==> src/hdl/fp32_fp16_converter_assert.svh <==
`ifndef FP32_FP16_CONVERTER_ASSERT_SVH
`define FP32_FP16_CONVERTER_ASSERT_SVH
// implication check under synchronous reset
`define FCV_ASSERT_IMP(label, clk, rst, ante, cons) \
   label: assert property (@(posedge clk) disable iff (rst) (ante) |-> (cons)) \
      else $error("assertion failed");
// next-cycle implication check
`define FCV_ASSERT_NXT(label, clk, rst, ante, cons) \
   label: assert property (@(posedge clk) disable iff (rst) (ante) |=> (cons)) \
      else $error("assertion failed");
`endif

==> src/hdl/fcv_pkg.sv <==
package fcv_pkg;
   localparam int unsigned WORD_W = 32;
   localparam int unsigned STAGES = 3;
   localparam logic KIND_S2H = 1'b0;
   localparam logic KIND_H2S = 1'b1;
   localparam logic [30:0] HALF_MIN_NORM = 31'h38800000;
   localparam logic [30:0] HALF_MAX_NORM = 31'h477FE000;
   localparam logic [30:0] SINGLE_INF = 31'h7F800000;
   localparam logic [30:0] NAN_SMALL = 31'h7F802000;
   localparam logic [17:0] REBIAS_NORM = 18'h1C000;
   localparam logic [17:0] REBIAS_NAN = 18'h38000;
   localparam logic [14:0] HALF_INF = 15'h7C00;
   localparam logic [14:0] HALF_QNAN = 15'h7C01;

   typedef enum logic [2:0] {
      CLS_ZERO,
      CLS_SUB,
      CLS_NORM,
      CLS_INF,
      CLS_NANS,
      CLS_NANL
   } cls_type;

   typedef struct packed {
      logic       kind;
      logic       sign;
      cls_type    cls;
      logic [30:0] mag;
   } stage_type;
endpackage

==> src/hdl/fcv_classify.sv <==
module fcv_classify (
   input  logic              clock,
   input  logic              reset,
   input  logic              in_valid,
   input  logic              in_kind,
   input  logic [31:0]       in_operand,
   output logic              out_valid,
   output fcv_pkg::stage_type out_stage
);
   import fcv_pkg::*;

   logic      valid_ff, valid_in;
   stage_type stage_ff, stage_in;
   logic [30:0] a;

   always_comb begin
      a = in_operand[30:0];
      valid_in = in_valid;
      stage_in.kind = in_kind;
      if (in_kind == KIND_H2S) begin
         stage_in.sign = in_operand[15];
         stage_in.mag = {16'd0, in_operand[14:0]};
         if (in_operand[14:0] == 15'd0) stage_in.cls = CLS_ZERO;
         else if (in_operand[14:10] == 5'd0) stage_in.cls = CLS_SUB;
         else if (in_operand[14:10] != 5'h1F) stage_in.cls = CLS_NORM;
         else stage_in.cls = CLS_NANL;
      end else begin
         stage_in.sign = in_operand[31];
         stage_in.mag = a;
         if (a < HALF_MIN_NORM) stage_in.cls = CLS_SUB;
         else if (a <= HALF_MAX_NORM) stage_in.cls = CLS_NORM;
         else if (a <= SINGLE_INF) stage_in.cls = CLS_INF;
         else if (a < NAN_SMALL) stage_in.cls = CLS_NANS;
         else stage_in.cls = CLS_NANL;
      end
   end

   always_ff @(posedge clock) begin
      if (reset) valid_ff <= 1'b0;
      else valid_ff <= valid_in;
      stage_ff <= stage_in;
   end

   assign out_valid = valid_ff;
   assign out_stage = stage_ff;
endmodule

==> src/hdl/fcv_align.sv <==
module fcv_align (
   input  logic               clock,
   input  logic               reset,
   input  logic               in_valid,
   input  fcv_pkg::stage_type in_stage,
   output logic               out_valid,
   output fcv_pkg::stage_type out_stage,
   output logic [23:0]        out_shifted,
   output logic [3:0]         out_lead
);
   import fcv_pkg::*;

   logic        valid_ff;
   stage_type   stage_ff;
   logic [23:0] shifted_ff, shifted_in;
   logic [3:0]  lead_ff, lead_in;
   logic [7:0]  e;
   logic [7:0]  sh;

   always_comb begin
      e = in_stage.mag[30:23];
      sh = 8'd126 - e;
      shifted_in = 24'd0;
      if (e != 8'd0 && sh < 8'd32) shifted_in = {1'b1, in_stage.mag[22:0]} >> sh[4:0];
      lead_in = 4'd0;
      for (int i = 0; i < 10; i++) begin
         if (in_stage.mag[i]) lead_in = 4'(i);
      end
   end

   always_ff @(posedge clock) begin
      if (reset) valid_ff <= 1'b0;
      else valid_ff <= in_valid;
      stage_ff <= in_stage;
      shifted_ff <= shifted_in;
      lead_ff <= lead_in;
   end

   assign out_valid = valid_ff;
   assign out_stage = stage_ff;
   assign out_shifted = shifted_ff;
   assign out_lead = lead_ff;
endmodule

==> src/hdl/fcv_pack.sv <==
module fcv_pack (
   input  logic               clock,
   input  logic               reset,
   input  logic               in_valid,
   input  fcv_pkg::stage_type in_stage,
   input  logic [23:0]        in_shifted,
   input  logic [3:0]         in_lead,
   output logic               out_valid,
   output logic [31:0]        out_result
);
   import fcv_pkg::*;

   logic        valid_ff;
   logic [31:0] result_ff, result_in;
   logic [14:0] h;
   logic [17:0] a13;
   logic [22:0] frac;
   logic [7:0]  exp_s;

   always_comb begin
      a13 = in_stage.mag[30:13];
      h = 15'd0;
      unique case (in_stage.cls)
         CLS_SUB:  h = in_shifted[14:0];
         CLS_NORM: h = 15'(a13 - REBIAS_NORM);
         CLS_INF:  h = HALF_INF;
         CLS_NANS: h = HALF_QNAN;
         CLS_NANL: h = 15'(a13 - REBIAS_NAN);
         default:  h = 15'd0;
      endcase
      frac = 23'({13'd0, in_stage.mag[9:0]} << (5'd23 - {1'b0, in_lead}));
      exp_s = 8'd103 + {4'd0, in_lead};
      if (in_stage.kind == KIND_S2H) begin
         result_in = {16'd0, in_stage.sign, h};
      end else begin
         unique case (in_stage.cls)
            CLS_ZERO: result_in = {in_stage.sign, 31'd0};
            CLS_SUB:  result_in = {in_stage.sign, exp_s, frac};
            CLS_NORM: result_in = {in_stage.sign, 31'({16'd0, in_stage.mag[14:0]}
                                   + 31'h1C000) << 13};
            default:  result_in = {in_stage.sign, 31'({16'd0, in_stage.mag[14:0]}
                                   + 31'h38000) << 13};
         endcase
      end
   end

   always_ff @(posedge clock) begin
      if (reset) valid_ff <= 1'b0;
      else valid_ff <= in_valid;
      result_ff <= result_in;
   end

   assign out_valid = valid_ff;
   assign out_result = result_ff;
endmodule

==> src/hdl/fp32_fp16_converter.sv <==
// fp32_fp16_converter: IEEE single <-> half bit pattern conversion.
// Request channel: drive req_kind (0 single to half, 1 half to single) and
// req_operand with start high; the request is taken at any edge where busy
// is low. busy is always low, so one request may enter every cycle.
// Response channel: rsp_strobe is high for exactly one cycle with rsp_result
// after the request passes the classify, align and pack registers in turn.
// Throughput: one request per cycle, set by the three-stage pipeline.
// Results leave in request order; the receiver cannot stall, so nothing is
// held back. Reset clears all stage valid bits; requests in flight are
// dropped and no strobe follows for them.
// Half results sit in rsp_result[15:0] with the upper half zero.
module fp32_fp16_converter (
   input  logic        clock,
   input  logic        reset,
   input  logic        start,
   output logic        busy,
   input  logic        req_kind,
   input  logic [31:0] req_operand,
   output logic        rsp_strobe,
   output logic [31:0] rsp_result
);
   import fcv_pkg::*;
   `include "fp32_fp16_converter_assert.svh"

   logic      v1, v2;
   stage_type s1, s2;
   logic [23:0] shifted;
   logic [3:0]  lead;

   assign busy = 1'b0;

   fcv_classify u_classify (
      .clock(clock), .reset(reset), .in_valid(start & ~busy), .in_kind(req_kind),
      .in_operand(req_operand), .out_valid(v1), .out_stage(s1)
   );
   fcv_align u_align (
      .clock(clock), .reset(reset), .in_valid(v1), .in_stage(s1),
      .out_valid(v2), .out_stage(s2), .out_shifted(shifted), .out_lead(lead)
   );
   fcv_pack u_pack (
      .clock(clock), .reset(reset), .in_valid(v2), .in_stage(s2),
      .in_shifted(shifted), .in_lead(lead), .out_valid(rsp_strobe), .out_result(rsp_result)
   );

   `FCV_ASSERT_NXT(a_lat1, clock, reset, start && !busy, v1)
   `FCV_ASSERT_NXT(a_lat2, clock, reset, v2, rsp_strobe)
   `FCV_ASSERT_IMP(a_half_upper, clock, reset, rsp_strobe && $past(s2.kind == KIND_S2H),
                   rsp_result[31:16] == 16'd0)
endmodule
==> config.mk <==
export PLATFORM = sky130hd
export DESIGN_NAME = fp32_fp16_converter
export DESIGN_NICKNAME = d
export VERILOG_FILES = /design/src/hdl/fcv_pkg.sv /design/src/hdl/fcv_classify.sv /design/src/hdl/fcv_align.sv /design/src/hdl/fcv_pack.sv /design/src/hdl/fp32_fp16_converter.sv
export VERILOG_INCLUDE_DIRS = /design/src /design/src/hdl
export SDC_FILE = /design/constraint.sdc
export NUM_CORES = 1
export LEC_CHECK = 0
export BUFFER_PORTS_ARGS = -buffer_cell sky130_fd_sc_hd__buf_4
export CAP_MARGIN = 20
export CORE_UTILIZATION = 45
export DETAILED_ROUTE_END_ITERATION = 16
export PLACE_DENSITY = 0.67
export SLEW_MARGIN = 30
export SYNTH_ARGS = -nofsm -noshare
export SYNTH_HDL_FRONTEND = slang
export SYNTH_SLANG_ARGS = --single-unit
==> constraint.sdc <==
create_clock -name clock -period 2.2 [get_ports clock]
set_clock_uncertainty 0.05 [all_clocks]
set_input_delay 0.44 -clock clock [delete_from_list [all_inputs] [get_ports clock]]
set_output_delay 0.44 -clock clock [all_outputs]
set_load 0.05 [all_outputs]
==> metrics.txt <==
# TYPE chip_impl_metric gauge
chip_impl_info{name="status",value="finished clean"} 1
chip_impl_metric{name="area_growth",unit="%"} 24.31
chip_impl_metric{name="syn-cell-area",unit="mm2"} 0.005338
chip_impl_metric{name="detail_route.vias_per_cell",unit=""} 5.599
chip_impl_metric{name="fmax",unit="GHz"} 0.4731
chip_impl_metric{name="synth_enable_flop_cells",unit=""} 0
chip_impl_metric{name="ff2ff_setup_slack",unit="ps"} 90
chip_impl_metric{name="synth.avg_cell_area",unit="um2"} 10.17
chip_impl_metric{name="multi_input_area",unit="mm2"} 0.002653
chip_impl_metric{name="tritoncts.num_buffers",unit=""} 17
chip_impl_info{name="cell_type_with_the_highest_aggregate_area_in_the_netlist",value="dfxtp_1"} 1
chip_impl_metric{name="worst-slew-pin-transition",unit="ps"} 633.6
chip_impl_metric{name="overall_die_area",unit="mm2"} 0.01230
chip_impl_info{name="yosys-top-cells-area",value="dfxtp_1, mux4_2, mux2i_1"} 1
chip_impl_metric{name="floorplan.initialDensity",unit=""} 0.4655
chip_impl_metric{name="ir_drop",unit="uV"} 452.2
chip_impl_info{name="clock_tree_from_tritoncts",value="yes"} 1
chip_impl_metric{name="place_worst_setup_slack",unit="ps"} 38.38
chip_impl_metric{name="synth_seq_area_share",unit=""} 0.4576
chip_impl_metric{name="post_layout_power",unit="uW"} 5870
chip_impl_metric{name="globalRoute.totalOverflow",unit=""} 0
chip_impl_metric{name="post-dp-hpwl",unit="um"} 10010
chip_impl_metric{name="timing.final.setup_violations",unit=""} 0
chip_impl_metric{name="worst_ep_required_time",unit="ps"} 2450
chip_impl_metric{name="hold_viol",unit=""} 0
chip_impl_metric{name="worst-path-stages",unit=""} 7
chip_impl_metric{name="ys_ff_latch",unit=""} 122
chip_impl_metric{name="antenna_found_initial",unit=""} 0
chip_impl_metric{name="dieHeight",unit="um"} 110.9
chip_impl_metric{name="nets",unit=""} 642
chip_impl_metric{name="global_route_wire_length_before_repair",unit="um"} 21250
chip_impl_metric{name="cts-root-to-sink-buffers",unit=""} 2
chip_impl_metric{name="finalWirelength",unit="um"} 13250
chip_impl_metric{name="gr-usage-all-layers",unit=""} 0.2251
chip_impl_metric{name="switching_power",unit="uW"} 1613
chip_impl_metric{name="power_frac_comb",unit=""} 0.148
chip_impl_metric{name="cts_hold_buffers",unit=""} 0
chip_impl_metric{name="power.density",unit="mW/mm2"} 884.8
chip_impl_metric{name="drcViolationCount",unit=""} 0
chip_impl_metric{name="fill_cells",unit=""} 978
chip_impl_metric{name="final_period_minus_worst_setup_slack",unit="ps"} 2114
chip_impl_info{name="endpoint_kind",value="flop"} 1
chip_impl_info{name="critical_path.top_delay_family",value="multiplexers"} 1
chip_impl_metric{name="pwr-share-seq",unit=""} 0.415
chip_impl_metric{name="placementRows",unit=""} 39
chip_impl_metric{name="grt_start_max_net_pins",unit=""} 25
chip_impl_metric{name="critPathArrivalTime",unit="ps"} 2360
chip_impl_metric{name="post-synth-top-area-fraction",unit=""} 0.4576
chip_impl_metric{name="vias",unit=""} 4244
chip_impl_metric{name="place.port_buffers",unit=""} 68
chip_impl_metric{name="post-route-worst-setup-slack",unit="ps"} 86.38
chip_impl_info{name="regToRegStartpoint",value="u_classify.out_stage[23]"} 1
chip_impl_metric{name="regArea",unit="mm2"} 0.002446
chip_impl_info{name="setup.worst_path.class",value="flop to flop"} 1
chip_impl_info{name="crit_path_top_delay_cell",value="mux4_2"} 1
chip_impl_metric{name="synthesis.nets",unit=""} 565
chip_impl_metric{name="design.core.area",unit="mm2"} 0.01147
chip_impl_metric{name="clkSlewWorstSetupHoldPaths",unit="ps"} 60
chip_impl_metric{name="floorplan.io_pins",unit=""} 70
chip_impl_info{name="cp-start-kind",value="flop"} 1
chip_impl_metric{name="syn_inst",unit=""} 525
chip_impl_metric{name="slew_viol_final",unit=""} 0
chip_impl_info{name="cts_root_buffer",value="clkbuf_16"} 1
chip_impl_metric{name="n_antenna_cell",unit=""} 0
chip_impl_metric{name="post_route_cells_drive_above_1_share",unit=""} 0.2732
chip_impl_info{name="critPathCapture",value="u_align.out_shifted[1]"} 1
chip_impl_metric{name="cellLeakagePower",unit="uW"} 0.002676
chip_impl_metric{name="timing.critical_path.slowest_cell_delay",unit="ps"} 520
chip_impl_metric{name="maxSlewHeadroom",unit=""} 0.5753
chip_impl_metric{name="gp_routability_congestion",unit=""} 0.8748
chip_impl_metric{name="netSwitchingFraction",unit=""} 0.2748
chip_impl_metric{name="power.internal",unit="uW"} 4257
chip_impl_info{name="synth_most_common_cell",value="dfxtp_1"} 1
chip_impl_metric{name="postSynth.asyncResetShare",unit=""} 0
chip_impl_metric{name="first_pass_iters",unit=""} 4
chip_impl_metric{name="final.period_utilization",unit=""} 0.9607
chip_impl_metric{name="clk_latency",unit="ps"} 410
chip_impl_metric{name="synthesis.yosys.warnings",unit=""} 0
chip_impl_metric{name="drt_initial_violations",unit=""} 340
chip_impl_info{name="holdCritPathClass",value="input port to flop"} 1
chip_impl_metric{name="route.antenna.remaining_nets",unit=""} 0
chip_impl_metric{name="chipWidth",unit="um"} 110.9
chip_impl_metric{name="clockPowerShare",unit=""} 0.437
chip_impl_info{name="ys_top_cells_by_count",value="dfxtp_1, nor2_1, mux2i_1"} 1
chip_impl_metric{name="worstPathBufferInverterCount",unit=""} 2
chip_impl_info{name="crit_path_start",value="u_classify.out_stage[23]"} 1
chip_impl_metric{name="reg2regPathDepth",unit=""} 7
chip_impl_metric{name="critPathMaxFanout",unit=""} 13
chip_impl_metric{name="cts.htree.levels",unit=""} 4
chip_impl_metric{name="synth.lib_cells_used.distinct",unit=""} 64
chip_impl_metric{name="maxCapViolations",unit=""} 0
chip_impl_info{name="synth_flop_cell",value="dfxtp_1"} 1
chip_impl_info{name="cell_breakdown_of_the_critical_path",value="inv_8 > ha_4 > buf_4 > mux4_2 > mux2i_1 > nand2_1 > a32o_1"} 1
chip_impl_metric{name="clock_tree_sinks",unit=""} 122
chip_impl_metric{name="number_of_global_route_vias_before_repair",unit=""} 4076
chip_impl_metric{name="routed_wire_length_per_instance",unit="um"} 17.48
chip_impl_info{name="critical_path.reg2reg.endpoint",value="u_align.out_shifted[1]"} 1
placed cells by master (no fill, tap or decap), drive strengths merged, types with 3 or more instances in the layout:
cell,instances
dfxtp,122
buf,94
nor2,47
mux2i,41
a21oi,38
nand2,36
nor2b,26
mux4,21
o21ai,20
clkbuf,19
inv,17
nand3,15
mux2,9
clkinvlp,7
nor3,7
nand4,6
a32o,6
nand2b,4
and3,4
nor4,4
a221o,4
xor2,4
ha,4
clkinv,4
nand3b,3
o221ai,3
and2,3
o211ai,3
o21bai,3
a211oi,3
a31oi,3
xnor2,3
how the worst min path moves through the flow:
stage,end,depth (start not counted),slack [ps],from
6_report,u_classify.out_stage[8],1,90,req_operand[8]
5_1_grt,u_classify.out_stage[8],1,70,req_operand[8]
2_1_floorplan,u_align.out_stage[31],0,260,u_classify.out_stage[31]
3_5_place_dp,u_align.out_stage[31],0,260,u_classify.out_stage[31]
3_3_place_gp,u_align.out_stage[34],0,270,u_classify.out_stage[34]
4_1_cts,u_classify.out_stage[8],1,70,req_operand[8]
cell type report:
type                            count  area share
Sequential cell                   122      0.3687
Inverter                           16     0.01018
Timing Repair Buffer               94      0.1107
Multi-Input combinational cell    351      0.3998
Tap cell                          143     0.02697
Clock buffer                       19     0.06525
Clock inverter                     13     0.01848
kinds of logic after synthesis:
logic type / count (synthesis) / share of synthesized area
AND/OR/NAND/NOR: 164 / 0.1554
flip-flops: 122 / 0.4576
multiplexers: 71 / 0.1845
other: 1 / 0.0007026
buffers and inverters: 52 / 0.04852
AO/OA/AOI/OAI: 104 / 0.1296
adder cells (fa/ha/maj): 4 / 0.009377
XOR/XNOR: 7 / 0.01430
metal layers:
layer / vias up / track usage / part of all wire
li1: 2046 / - / -
met1: 2006 / 0.2935 / 0.46
met2: 160 / 0.3441 / 0.45
met3: 32 / 0.05139 / 0.052
met4: 0 / 0.1271 / 0.034
met5: - / 0 / 0
power groups by stage:
stage / logic, uW / clock network [uW] / registers (uW)
6_report: 870 / 2570 / 2430
2_1_floorplan: 484 / 0 / 2570
3_5_place_dp: 859 / 0 / 2480
5_1_grt: 931 / 2730 / 2450
4_1_cts: 864 / 2610 / 2430
3_3_place_gp: 856 / 0 / 2480
sequential cells by signal, summed over array words and instances, names as in the netlist:
name and cells:
u_align.out_stage 33, u_classify.out_stage 36, u_align.out_valid 1, u_align.out_lead 4, u_align.out_shifted 15, u_classify.out_valid 1
u_pack.out_result 31, u_pack.out_valid 1
repair_timing:
| item | in CTS | in global routing |
|---|---|---|
| setup buffers | 0 | 0 |
| resized for setup | 0 | 3 |
| setup endpoints to repair | 0 | 6 |
through the flow:
step	hold slack, ps	cell area, um2	util	setup TNS [ps]	cells
6_report	85.51	6635	0.5786	0	758
5_1_grt	68.57	6635	0.5786	-0.5076	758
4_1_cts	73.32	6625	0.5777	0	758
3_5_place_dp	264.4	6070	0.5293	0	726
3_3_place_gp	265.2	6070	0.5293	0	726
2_1_floorplan	259.6	5364	-	-341.7	525
Note: power is estimated with default switching activity, not from simulation.
